==> src/hw/rtl/assembly_text_tokenizer_assert.svh <==
// ----------------------------------------------------------------------------
// Assertion macros for the text tokenizer
// Concurrent assertion wrappers clocked on i_clk, compiled out with NO_ASSERTIONS.
// ----------------------------------------------------------------------------
`ifndef ASSEMBLY_TEXT_TOKENIZER_ASSERT_SVH
`define ASSEMBLY_TEXT_TOKENIZER_ASSERT_SVH

`ifndef NO_ASSERTIONS
// Checked only while reset is released.
`define ATT_ASSERT(lbl, prop, msg) \
    lbl: assert property (@(posedge i_clk) disable iff (!i_rst_n) prop) else $error(msg);
// Checked at every edge, reset included.
`define ATT_ASSERT_ALWAYS(lbl, prop, msg) \
    lbl: assert property (@(posedge i_clk) prop) else $error(msg);
`else
`define ATT_ASSERT(lbl, prop, msg)
`define ATT_ASSERT_ALWAYS(lbl, prop, msg)
`endif

`endif

==> src/hw/rtl/atok_pkg.sv <==
// ----------------------------------------------------------------------------
// Tokenizer package
// Shared widths, token kinds, character codes and result types.
// ----------------------------------------------------------------------------
package atok_pkg;

    localparam int VALUE_BITS_DEF    = 32;
    localparam int POSITION_BITS_DEF = 16;

    localparam int TEXT_W    = 8;
    localparam int KIND_W    = 3;
    localparam int POS_OUT_W = 16;
    localparam int LEN_OUT_W = 16;
    localparam int VAL_OUT_W = 32;
    localparam int FIELD_W   = POS_OUT_W + LEN_OUT_W + VAL_OUT_W + 1;
    localparam int DATA_W    = ((FIELD_W + 7) / 8) * 8;
    localparam int PAD_W     = DATA_W - FIELD_W;

    // Result queue depth; a power of two so the pointers wrap on their own.
    localparam int FIFO_DEPTH = 4;

    localparam logic [TEXT_W-1:0] CH_NUL   = 8'h00;
    localparam logic [TEXT_W-1:0] CH_LF    = 8'h0A;
    localparam logic [TEXT_W-1:0] CH_COMMA = 8'h2C;
    localparam logic [TEXT_W-1:0] CH_COLON = 8'h3A;
    localparam logic [TEXT_W-1:0] CH_0     = 8'h30;
    localparam logic [TEXT_W-1:0] CH_9     = 8'h39;
    localparam logic [TEXT_W-1:0] CH_LO_A  = 8'h61;
    localparam logic [TEXT_W-1:0] CH_LO_Z  = 8'h7A;
    localparam logic [TEXT_W-1:0] CH_UP_A  = 8'h41;
    localparam logic [TEXT_W-1:0] CH_UP_Z  = 8'h5A;

    typedef enum logic [KIND_W-1:0] {
        KIND_WORD,
        KIND_NUMBER,
        KIND_SYMBOL,
        KIND_EOL,
        KIND_EOT
    } t_kind;

    typedef struct packed {
        t_kind                 kind;
        logic [POS_OUT_W-1:0]  start;
        logic [LEN_OUT_W-1:0]  length;
        logic [VAL_OUT_W-1:0]  value;
        logic                  sat;
        logic                  last;
    } t_token;

    // Results produced by one accepted byte: count is 0, 1 or 2.
    typedef struct packed {
        logic [1:0] count;
        t_token     tok0;
        t_token     tok1;
    } t_emit;

endpackage

==> src/hw/rtl/atok_scanner.sv <==
// ----------------------------------------------------------------------------
// Tokenizer scanner
// Classifies each byte, updates the pending token and emits up to two results.
// ----------------------------------------------------------------------------
module atok_scanner #(
    parameter int VALUE_BITS    = atok_pkg::VALUE_BITS_DEF,
    parameter int POSITION_BITS = atok_pkg::POSITION_BITS_DEF
) (
    input  logic                        i_clk,
    input  logic                        i_rst_n,
    input  logic                        i_accept,
    input  logic [atok_pkg::TEXT_W-1:0] i_byte,
    output atok_pkg::t_emit             o_emit
);
    import atok_pkg::*;

    localparam int VW = VALUE_BITS + 4;

    typedef enum logic [1:0] {
        MODE_IDLE,
        MODE_NUMBER,
        MODE_WORD
    } t_mode;

    t_mode                    r_mode,  n_mode;
    logic [POSITION_BITS-1:0] r_pos,   n_pos;
    logic [POSITION_BITS-1:0] r_start, n_start;
    logic [POSITION_BITS-1:0] r_len,   n_len;
    logic [VALUE_BITS-1:0]    r_val,   n_val;
    logic                     r_ovf,   n_ovf;

    logic          is_digit;
    logic          is_letter;
    logic [3:0]    digit_val;
    logic [VW-1:0] ext_val;
    logic [VW-1:0] mul_val;
    logic          len_full;

    assign is_digit  = (i_byte >= CH_0) && (i_byte <= CH_9);
    assign is_letter = ((i_byte >= CH_LO_A) && (i_byte <= CH_LO_Z)) ||
                       ((i_byte >= CH_UP_A) && (i_byte <= CH_UP_Z));
    assign digit_val = 4'(i_byte - CH_0);
    assign ext_val   = VW'(r_val);
    // value * 10 + digit; any bit above the value width means overflow.
    assign mul_val   = (ext_val << 3) + (ext_val << 1) + VW'(digit_val);
    assign len_full  = (r_len == '1);

    always_comb begin
        t_token tok_a;
        t_token tok_b;
        logic   has_a;
        logic   has_b;

        n_mode  = r_mode;
        n_pos   = r_pos;
        n_start = r_start;
        n_len   = r_len;
        n_val   = r_val;
        n_ovf   = r_ovf;
        o_emit  = '0;

        tok_a        = '0;
        tok_a.kind   = (r_mode == MODE_NUMBER) ? KIND_NUMBER : KIND_WORD;
        tok_a.start  = POS_OUT_W'(r_start);
        tok_a.length = LEN_OUT_W'(r_len);
        tok_a.value  = (r_mode == MODE_NUMBER) ? VAL_OUT_W'(r_val) : '0;
        tok_a.sat    = r_ovf;
        has_a        = (r_mode != MODE_IDLE);
        tok_b        = '0;
        tok_b.start  = POS_OUT_W'(r_pos);
        has_b        = 1'b0;

        if (i_accept) begin
            n_pos = r_pos + 1'b1;
            if ((r_mode == MODE_NUMBER) && is_digit) begin
                if (mul_val[VW-1:VALUE_BITS] != '0) begin
                    n_val = '1;
                    n_ovf = 1'b1;
                end else begin
                    n_val = mul_val[VALUE_BITS-1:0];
                end
                if (len_full) begin
                    n_ovf = 1'b1;
                end else begin
                    n_len = r_len + 1'b1;
                end
            end else if ((r_mode == MODE_WORD) && (is_digit || is_letter)) begin
                if (len_full) begin
                    n_ovf = 1'b1;
                end else begin
                    n_len = r_len + 1'b1;
                end
            end else begin
                n_mode = MODE_IDLE;
                if (i_byte == CH_NUL) begin
                    tok_b.kind = KIND_EOT;
                    has_b      = 1'b1;
                    n_pos      = '0;
                    n_start    = '0;
                    n_len      = '0;
                    n_val      = '0;
                    n_ovf      = 1'b0;
                end else if (i_byte == CH_LF) begin
                    tok_b.kind = KIND_EOL;
                    has_b      = 1'b1;
                end else if ((i_byte == CH_COMMA) || (i_byte == CH_COLON)) begin
                    tok_b.kind   = KIND_SYMBOL;
                    tok_b.length = LEN_OUT_W'(1);
                    tok_b.value  = VAL_OUT_W'(i_byte);
                    has_b        = 1'b1;
                end else if (is_digit || is_letter) begin
                    n_mode  = is_digit ? MODE_NUMBER : MODE_WORD;
                    n_start = r_pos;
                    n_len   = POSITION_BITS'(1);
                    n_val   = is_digit ? VALUE_BITS'(digit_val) : '0;
                    n_ovf   = 1'b0;
                end

                // Pending token goes first, then the byte's own token.
                if (has_a) begin
                    o_emit.tok0  = tok_a;
                    o_emit.tok1  = tok_b;
                    o_emit.count = has_b ? 2'd2 : 2'd1;
                    if (has_b) begin
                        o_emit.tok1.last = 1'b1;
                    end else begin
                        o_emit.tok0.last = 1'b1;
                    end
                end else if (has_b) begin
                    o_emit.tok0      = tok_b;
                    o_emit.tok0.last = 1'b1;
                    o_emit.count     = 2'd1;
                end
            end
        end
    end

    always_ff @(posedge i_clk) begin
        if (!i_rst_n) begin
            r_mode  <= MODE_IDLE;
            r_pos   <= '0;
            r_start <= '0;
            r_len   <= '0;
            r_val   <= '0;
            r_ovf   <= 1'b0;
        end else begin
            r_mode  <= n_mode;
            r_pos   <= n_pos;
            r_start <= n_start;
            r_len   <= n_len;
            r_val   <= n_val;
            r_ovf   <= n_ovf;
        end
    end

endmodule

==> src/hw/rtl/atok_result_fifo.sv <==
// ----------------------------------------------------------------------------
// Tokenizer result queue
// Small register queue that takes up to two results per cycle and gives one.
// ----------------------------------------------------------------------------
module atok_result_fifo (
    input  logic             i_clk,
    input  logic             i_rst_n,
    input  atok_pkg::t_emit  i_push,
    input  logic             i_pop,
    output atok_pkg::t_token o_head,
    output logic             o_valid,
    output logic             o_space
);
    import atok_pkg::*;

    localparam int PTR_W = $clog2(FIFO_DEPTH);
    localparam int CNT_W = $clog2(FIFO_DEPTH + 1);

    t_token           r_mem [FIFO_DEPTH];
    logic [PTR_W-1:0] r_wr_ptr, n_wr_ptr;
    logic [PTR_W-1:0] r_rd_ptr, n_rd_ptr;
    logic [CNT_W-1:0] r_count,  n_count;
    logic [PTR_W-1:0] wr_ptr_next;
    logic             pop;

    assign o_valid     = (r_count != '0);
    assign o_space     = (r_count <= CNT_W'(FIFO_DEPTH - 2));
    assign o_head      = r_mem[r_rd_ptr];
    assign pop         = i_pop && o_valid;
    assign wr_ptr_next = r_wr_ptr + 1'b1;

    always_comb begin
        n_wr_ptr = r_wr_ptr + PTR_W'(i_push.count);
        n_rd_ptr = r_rd_ptr + PTR_W'(pop);
        n_count  = r_count + CNT_W'(i_push.count) - CNT_W'(pop);
    end

    always_ff @(posedge i_clk) begin
        if (!i_rst_n) begin
            r_wr_ptr <= '0;
            r_rd_ptr <= '0;
            r_count  <= '0;
        end else begin
            r_wr_ptr <= n_wr_ptr;
            r_rd_ptr <= n_rd_ptr;
            r_count  <= n_count;
        end
    end

    always_ff @(posedge i_clk) begin
        if (i_push.count != 2'd0) begin
            r_mem[r_wr_ptr] <= i_push.tok0;
        end
        if (i_push.count == 2'd2) begin
            r_mem[wr_ptr_next] <= i_push.tok1;
        end
    end

endmodule

==> src/hw/rtl/assembly_text_tokenizer.sv <==
// ----------------------------------------------------------------------------
// Assembly text tokenizer
// Turns a stream of text bytes into word, number, symbol and line tokens.
// ----------------------------------------------------------------------------
// Usage:
//   The slave channel carries one text byte per beat in i_s_tdata. A zero
//   byte ends the text: any pending token is flushed, an end-of-text token
//   follows and the byte position starts again from zero.
//   The master channel carries one token per beat. o_m_tuser holds the kind,
//   o_m_tdata the start, length, value and saturation flag, and o_m_tlast
//   marks the final token caused by one input byte.
// Throughput:
//   The scanner handles a byte in the cycle it is accepted and writes its
//   results into a four-entry result queue, so a token is registered in the
//   queue before it shows on the master side. One byte is taken per cycle
//   while the queue has room; a byte that yields two tokens needs two master
//   beats, and the queue's room for two results sets when the slave side pauses.
// Reset and stall:
//   Reset empties the queue and returns the scanner to idle at position
//   zero. While the receiver stalls, tokens wait in the queue and o_s_tready
//   drops once fewer than two entries are free.
// ----------------------------------------------------------------------------
`include "assembly_text_tokenizer_assert.svh"

module assembly_text_tokenizer #(
    parameter int VALUE_BITS    = atok_pkg::VALUE_BITS_DEF,
    parameter int POSITION_BITS = atok_pkg::POSITION_BITS_DEF
) (
    input  logic                        i_clk,
    input  logic                        i_rst_n,
    input  logic                        i_s_tvalid,
    output logic                        o_s_tready,
    input  logic [atok_pkg::TEXT_W-1:0] i_s_tdata,  // [7:0] text_byte
    output logic                        o_m_tvalid,
    input  logic                        i_m_tready,
    // [15:0] start_pos, [31:16] token_length, [63:32] number_value,
    // [64] saturated, [71:65] zero
    output logic [atok_pkg::DATA_W-1:0] o_m_tdata,
    output logic [atok_pkg::KIND_W-1:0] o_m_tuser,  // [2:0] token_kind
    output logic                        o_m_tlast   // last_of_run
);
    import atok_pkg::*;

    logic   s_accept;
    t_emit  emit;
    t_token head;

    assign s_accept = i_s_tvalid && o_s_tready;

    atok_scanner #(
        .VALUE_BITS    (VALUE_BITS),
        .POSITION_BITS (POSITION_BITS)
    ) u_scanner (
        .i_clk    (i_clk),
        .i_rst_n  (i_rst_n),
        .i_accept (s_accept),
        .i_byte   (i_s_tdata),
        .o_emit   (emit)
    );

    atok_result_fifo u_result_fifo (
        .i_clk   (i_clk),
        .i_rst_n (i_rst_n),
        .i_push  (emit),
        .i_pop   (i_m_tready),
        .o_head  (head),
        .o_valid (o_m_tvalid),
        .o_space (o_s_tready)
    );

    assign o_m_tdata = {PAD_W'(0), head.sat, head.value, head.length, head.start};
    assign o_m_tuser = head.kind;
    assign o_m_tlast = head.last;

    // An end-of-text byte always leaves at least one token queued.
    `ATT_ASSERT(a_eot_queued, (s_accept && (i_s_tdata == CH_NUL)) |=> o_m_tvalid,
        "end of text produced no token")
    // Backpressure on the slave side only comes from a filling queue.
    `ATT_ASSERT(a_ready_needs_data, !o_s_tready |-> o_m_tvalid,
        "slave side stalled with an empty result queue")
    // Only numbers and words can carry the saturation flag.
    `ATT_ASSERT(a_sat_kind, (o_m_tvalid && o_m_tdata[FIELD_W-1]) |->
        ((o_m_tuser == KIND_WORD) || (o_m_tuser == KIND_NUMBER)),
        "saturation flag on a token that cannot saturate")
    // Reset leaves nothing in the queue.
    `ATT_ASSERT_ALWAYS(a_reset_empty, !i_rst_n |=> !o_m_tvalid,
        "result queue not empty after reset")

endmodule

==> config.mk <==
export PLATFORM = sky130hd
export DESIGN_NAME = assembly_text_tokenizer
export DESIGN_NICKNAME = d
export VERILOG_FILES = /design/src/hw/rtl/atok_pkg.sv /design/src/hw/rtl/atok_scanner.sv /design/src/hw/rtl/atok_result_fifo.sv /design/src/hw/rtl/assembly_text_tokenizer.sv
export VERILOG_INCLUDE_DIRS = /design/src /design/src/hw/rtl
export SDC_FILE = /design/constraint.sdc
export NUM_CORES = 1
export LEC_CHECK = 0
export BUFFER_PORTS_ARGS = -buffer_cell sky130_fd_sc_hd__clkbuf_2
export CAP_MARGIN = 20
export CORE_MARGIN = 10
export CORE_UTILIZATION = 40
export CTS_BUF_LIST = sky130_fd_sc_hd__clkbuf_8
export DETAILED_ROUTE_END_ITERATION = 10
export GPL_ROUTABILITY_DRIVEN = 0
export GPL_TIMING_DRIVEN = 0
export HOLD_SLACK_MARGIN = 0.12
export PLACE_DENSITY = 0.61
export SETUP_SLACK_MARGIN = 0.5
export SYNTH_ARGS = -nofsm -noshare
export SYNTH_HDL_FRONTEND = slang
export SYNTH_SLANG_ARGS = --single-unit
==> constraint.sdc <==
create_clock -name i_clk -period 10.3 [get_ports i_clk]
set_input_delay 1.03 -clock i_clk [delete_from_list [all_inputs] [get_ports i_clk]]
set_output_delay 1.03 -clock i_clk [all_outputs]
set_load 0.03 [all_outputs]
==> summary.md, run 1 <==
| Metric | Value |
|---|---|
| Arrival time of the worst setup path | `5.19 ns` |
| Final worst-path cycle share | `48.6%` |
| Max Fclk | `200 MHz` |
| Synth cell types | `73` |
| P&R area growth vs syn | `13.5%` |
| Hold Fails Final Rpt | `0` |
| Share of flip-flops with an asynchronous set or reset | `0%` |
| Pleak | `7.90 nW` |
| Row count | `78` |
| Core Area | `45600 µm²` |
| Drc violations | `0` |
| H-tree Lvls | `2` |
| Cells after Synth | `1961` |
| Proportion of layout cells with a drive suffix above 1 | `about 16%` |
| Initial antenna violation count | `3` |
| CTS resizes | `0` |
| Most common cell after layout, fill and taps aside | `nand2_1` |
| CP required | `10.48 ns` |
| Seq/Total Area, Yosys | `approximately 46%` |
| Synth area leader | `dfxtp_1` |
| Class of the worst hold path | `reg -> reg` |
| Critical path type | `reg -> reg` |
| Final Slew Violations | `0` |
| Commonest non-fill, non-tap cells in the layout | `319 x nand2_1, 250 x dfxtp_1, 219 x a21oi_1` |
| Power Dens Cells | `roughly 160 nW/µm²` |
| Num ports | `90` |
| Pre-Repair DR Iteration Count | `6` |
| Nets | `2199` |
| Clk_lat worst skew | `0.67 ns` |
| Routed len/inst | `20.6 µm` |
| Antenna Violating Nets Remaining | `0` |
| Area contributors post-synth | `dfxtp_1 27%, edfxtp_1 19%, mux4_2 8.4%` |
| Postcts setup bufs | `0` |
| Post-Place Worst Slack | `4.69 ns` |
| Vias/cell | `5.70` |
| Final setup viols | `0` |
| CP max stage delay | `0.68 ns` |
| Gr usage total | `between 10% and 20%` |
| CTS sink cnt | `366` |
| Slew @ Worst Pin | `0.985 ns` |
| Synth Flop Type | `dfxtp_1` |
| Root buffer cell | `clkbuf_8` |
| Clock slew at reported path FFs | `0.07 ns` |
| CP max-delay cell | `clkbuf_1` |
| TritonCTS clock tree | `built` |
| Slew margin rel. | `between 30% and 40%` |
| VDD IR-drop max | `0.106 mV` |
| Non-Filler Instances | `2767` |
| I/O Buffers | `82` |
| Final min period | `5.01 ns` |
| Number of flops mapped to enable cells by yosys | `116` |
| Cell Area, Synth | `18500 µm²` |
| TritonCTS Buffers | `60` |
| Final Skew | `around 0.022 ns` |
| TNS Setup | `0 ns` |
| Avg Cell Area, Syn | `9.45 µm²` |
| Overall Power | `0.00340 W` |
| Final setup margin | `5.29 ns` |
| Critical path, cell by cell | `nor2_1 > inv_1 > clkbuf_1 > clkbuf_1 > ha_1 > nor2_1 > nor2b_1 > nand3_1 > clkbuf_1 > clkbuf_1 > nand2_2` |
| Final WL | `56900 µm` |
| Vias | `around 16000` |
| Number of global-route vias before repair | `15600` |
| Worst-path maximum fanout | `29` |
| Max Cap Viol | `0` |
| Pin count of the biggest net entering global routing | `30` |
| Die height | `approximately 240 µm` |
| Hpwl dp | `40400 µm` |
| DP Cell Count | `2650` |
| Area fraction of the dominant cell type after synthesis | `27.0%` |
| Starting Density | `approximately two fifths` |
| Gr ovfl total | `0` |
| Ys Warns | `0` |
| Max clock buf depth | `3` |
| Unrepaired setup endpoints after global routing | `no` |
| Status | `complete, no violations` |
| Initial drt markers | `1502` |
| Hold_buf cts | `0` |
| Crit path top cell by count | `clkbuf_1` |
| Startpoint type of the worst setup path | `flip-flop` |
| Die area | `roughly 55000 µm²` |
| Crit. End Element | `flip-flop` |
| Die width | `roughly 240 µm` |
| FF+latch count, synth | `366` |
| First-pass GRT wire length | `just under 90000 µm` |
[worst paths after layout]
check / from / endpoint / slack, ns / depth (start not counted)
hold reg to reg: u_result_fifo.r_mem[3][27] / u_result_fifo.r_mem[3][27] / 0.45 / 2
setup reg to reg: u_scanner.r_mode[0] / u_result_fifo.r_mem[3][56] / 5.29 / 11
hold / removal: u_result_fifo.r_mem[3][27] / u_result_fifo.r_mem[3][27] / 0.45 / 2
setup / recovery: u_scanner.r_mode[0] / u_result_fifo.r_mem[3][56] / 5.29 / 11
[metrics by stage]
step                hold WS (ns)  utilization (%)  instance area (µm²)
floorplan                  0.433                -                18600
global placement           0.439             43.3                19700
detailed placement         0.444             43.4                19800
CTS                        0.454             46.1                21000
global route               0.468             46.2                21000
finish                     0.453             46.2                21000
[synth_stat cells, drive strengths merged, types with 20 or more instances]
cell type / number
a21oi: 219
a221o: 25
a22o: 26
and2: 20
and3: 23
buf: 61
clkbuf: 116
dfxtp: 250
edfxtp: 116
ha: 71
inv: 23
mux4: 69
nand2: 323
nand3: 189
nand4: 20
nor2: 82
o21ai: 127
xnor2: 28
xor2: 24
[layout make-up]
class / count / area [µm²]
Antenna cell: 3 / 7.51
Buffer: 178 / 825
Clock buffer: 75 / 1030
Timing Repair Buffer: 84 / 453
Inverter: 23 / 86.3
Sequential cell: 366 / 8490
Fill cell: 4360 / 24500
Multi-Input combinational cell: 1400 / 9170
Tap cell: 600 / 751
Clock inverter: 38 / 231
[critical path: cells and delay by family, from the launching register on]
kind | cells | cell delay, ns
buf+inv | 5 | 2.27
simple gates | 5 | 1.37
flops | 1 | 0.45
fa+ha+maj | 1 | 0.43
[state kept, by name, summed over array words and instances, names as in the netlist]
| signal | cells |
|---|---|
| u_scanner.r_len | 16 |
| u_scanner.r_ovf | 1 |
| u_result_fifo.r_mem | 276 |
| u_scanner.r_pos | 16 |
| u_result_fifo.r_wr_ptr | 2 |
| u_result_fifo.r_count | 3 |
| u_scanner.r_mode | 2 |
| u_scanner.r_start | 16 |
| u_result_fifo.r_rd_ptr | 2 |
| u_scanner.r_val | 32 |
[cell families after synthesis]
family	synth area share [%]
muxes	8.38
other	0.0202
xor gates and xnor gates	2.46
and+or+nand+nor	17.6
DFF	45.8
adders and majority gates	5.12
buffers and inverters	4.91
AOI/OAI and AO/OA	15.7
[per-layer routing]
metal | wire, µm | share of wire, % | vias to the layer above | global-route usage [%]
met5 | 0 | 0 | - | 0
met1 | 23800 | 42 | 7644 | 25.0
met3 | 4370 | 7.7 | 121 | 4.35
li1 | - | - | 7411 | -
met4 | 1690 | 3.0 | 0 | 7.01
met2 | 27000 | 48 | 589 | 32.8
[power breakdown]
part | internal (W) | switching [W]
Combinational | 0.000200 | 0.000365
Clock | 0.000710 | 0.000616
Sequential | 0.00149 | 0.0000100
No activity file was read; power rests on OpenSTA's default activity.
==> run 2: changes to the inputs <==
Clock period 10.3 ns to 5.2 ns, I/O delays scaled along.
==> run 2 against run 1 <==
Against the previous run:
- via count up 0.42%
- core utilization about the same
- total power rose by 98%
- critical path depth is 2 higher
- sequential power grew 99%
- clock skew shrank 0.0010 ns
- critical endpoint is now u_result_fifo.r_mem[3][63]
- hold slack worse by 0.082 ns
==> summary.md, run 2 (synthesis gave the netlist of run 1 again) <==
| Metric | Value |
|---|---|
| Status | `complete, no violations` |
| Pre-Repair DR Iteration Count | `6` |
| Commonest non-fill, non-tap cells in the layout | `319 x nand2_1, 250 x dfxtp_1, 219 x a21oi_1` |
| Max Fclk | `225 MHz` |
| Critical path, cell by cell | `nor2_1 > inv_1 > clkbuf_1 > clkbuf_1 > ha_1 > nor3b_1 > and3_1 > buf_2 > and2_1 > clkbuf_1 > buf_2 > nand2_1 > o21ai_0` |
| Net Sw Power | `0.00196 W` |
| First-pass GRT wire length | `88900 µm` |
| CP Buf/Inv Count | `6` |
| Final Skew | `0.0213 ns` |
| Worst R2R End | `u_result_fifo.r_mem[3][63]` |
| Nets | `around 2200` |
| Worst R2R Setup Slack | `0.76 ns` |
| Max clock buf depth | `3` |
| Proportion of layout cells with a drive suffix above 1 | `15.9%` |
| VDD IR-drop max | `0.210 mV` |
| H-tree Lvls | `2` |
| Top reg by flops | `u_result_fifo.r_mem` |
| Root buffer cell | `clkbuf_8` |
| Gr usage total | `19.8%` |
| CP Launch Point | `u_scanner.r_mode[0]` |
| P_int | `0.00476 W` |
| Final setup viols | `0` |
| Hpwl dp | `40400 µm` |
| Die width | `235 µm` |
| TritonCTS clock tree | `built` |
| CTS sink cnt | `366` |
| Startpoint type of the worst setup path | `flip-flop` |
| Final WL | `between 50000 and 60000 µm` |
| Final Util | `46.2%` |
| Initial drt markers | `1484` |
| Core Area | `~46000 µm²` |
| Max FFs per register | `about 280` |
| Final Slew Violations | `0` |
| Pin count of the biggest net entering global routing | `30` |
| Crit path to | `u_result_fifo.r_mem[3][63]` |
| Drc violations | `0` |
| CP max stage delay | `0.58 ns` |
| Class of the worst hold path | `in -> reg` |
| Routed len/inst | `about 21 µm` |
| Switching share of power | `29.1%` |
| Clk network pwr share | `39.1%` |
| Clock slew at reported path FFs | `0.06 ns` |
| CP required | `5.66 ns` |
| Top Family by Delay on Critical Path | `buffers and inverters` |
| Unrepaired setup endpoints after global routing | `no` |
| Pleak | `7.91 nW` |
| Row count | `78` |
| Reg2reg path depth | `13` |
| Flop pwr share | `44.3%` |
| TritonCTS Buffers | `60` |
| Starting Density | `40.7%` |
| WP depth | `13` |
| Final min period | `4.44 ns` |
| Initial antenna violation count | `3` |
| Critical path type | `reg -> reg` |
| Clk_lat worst skew | `0.67 ns` |
| Num ports | `90` |
| P&R area growth vs syn | `13.6%` |
| Vias | `15800` |
| Largest regs | `u_result_fifo.r_mem: 276 flops, u_scanner.r_val: 32 flops` |
| Power Dens Cells | `319 nW/µm²` |
| Gr ovfl total | `0` |
| Worst-path maximum fanout | `10` |
| Slew margin rel. | `34.5%` |
| Worst r2r src | `u_scanner.r_mode[0]` |
| Die height | `between 200 and 250 µm` |
| Post-Place Worst Slack | `0.0975 ns` |
| Number of global-route vias before repair | `15600` |
| CP max-delay cell | `nor3b_1` |
| Crit. End Element | `flip-flop` |
| Slew @ Worst Pin | `0.983 ns` |
| I/O Buffers | `82` |
| Die area | `55400 µm²` |
| Max Cap Viol | `0` |
| Final setup margin | `0.762 ns` |
| Logic pwr share | `16.6%` |
| Most common cell after layout, fill and taps aside | `nand2_1` |
| Hold Fails Final Rpt | `0` |
| Antenna Violating Nets Remaining | `0` |
| Crit path top cell by count | `clkbuf_1` |
| Arrival time of the worst setup path | `approximately 4.9 ns` |
| Final worst-path cycle share | `85.4%` |
| Vias/cell | `between 5 and 6` |
==> run 2: power by group through the flow <==
stage	clock, W	sequential, W	combinational (W)
6_report	0.00263	0.00298	0.00112
2_1_floorplan	0	0.00303	0.000760
3_5_place_dp	0	0.00304	0.00111
3_3_place_gp	0	0.00304	0.00108
5_1_grt	0.00279	0.00298	0.00119
4_1_cts	0.00266	0.00298	0.00111
==> run 2: layer usage <==
layer / wire, µm / vias up / part of all wire (%) / GRT usage [%]
met5: 0 / - / 0 / 0
met4: 1700 / 0 / 3.0 / 7.01
met3: 4540 / 122 / 8.0 / 4.35
met2: 26800 / 632 / 47 / 32.8
met1: 23800 / 7668 / 42 / 25.0
li1: - / 7410 / - / -
==> run 2: worst reg2reg max path: stages (launching register included) <==
cell	delay, ns
dfxtp_1	0.44
nor2_1	0.15
inv_1	0.12
clkbuf_1	0.41
clkbuf_1	0.55
ha_1	0.43
nor3b_1	0.58
and3_1	0.24
buf_2	0.24
and2_1	0.16
clkbuf_1	0.39
buf_2	0.35
nand2_1	0.08
o21ai_0	0.12
==> run 2: layout make-up <==
class | instances | area, µm²
fillers | 4356 | 24500
multi-input cells | 1400 | 9190
flip-flops and latches | 366 | 8490
clock buffers | 75 | 1030
plain buffers | 178 | 827
well taps | 600 | 751
repair buffers | 84 | 453
clock inverters | 38 | 231
inverters | 23 | 86.3
diodes | 3 | 7.51
==> run 2: worst min-delay path by stage <==
stage                               start                         end  slack [ns]  cells after the start
2_1_floorplan  u_result_fifo.r_mem[1][10]  u_result_fifo.r_mem[1][10]        0.43                      2
3_3_place_gp   u_result_fifo.r_mem[2][23]  u_result_fifo.r_mem[2][23]        0.44                      2
3_5_place_dp   u_result_fifo.r_mem[3][27]  u_result_fifo.r_mem[3][27]        0.44                      2
4_1_cts                      i_s_tdata[5]         u_scanner.r_mode[0]        0.32                      4
5_1_grt                      i_s_tdata[1]          u_scanner.r_val[1]        0.38                      4
6_report                     i_s_tdata[5]         u_scanner.r_mode[0]        0.37                      4
==> run 2: timing repair <==
item | 4_1_cts | 5_1_grt
setup endpoints to repair | 58 | 102
hold buffers | 0 | 0
buffers inserted | 0 | 0
resized for setup | 2 | 6
endpoints found under the hold margin | 0 | 0
==> run 2: through the flow <==
stage	area (µm²)	setup TNS, ns	hold slack [ns]	cells	power [W]
CTS	21000	0	0.323	2763	0.00676
finish	21100	0	0.370	2767	0.00672
detailed placement	19800	0	0.444	2650	0.00415
floorplan	18600	0	0.433	1967	0.00379
global placement	19700	-24.46	0.439	2649	0.00412
global route	21100	0	0.380	2766	0.00695
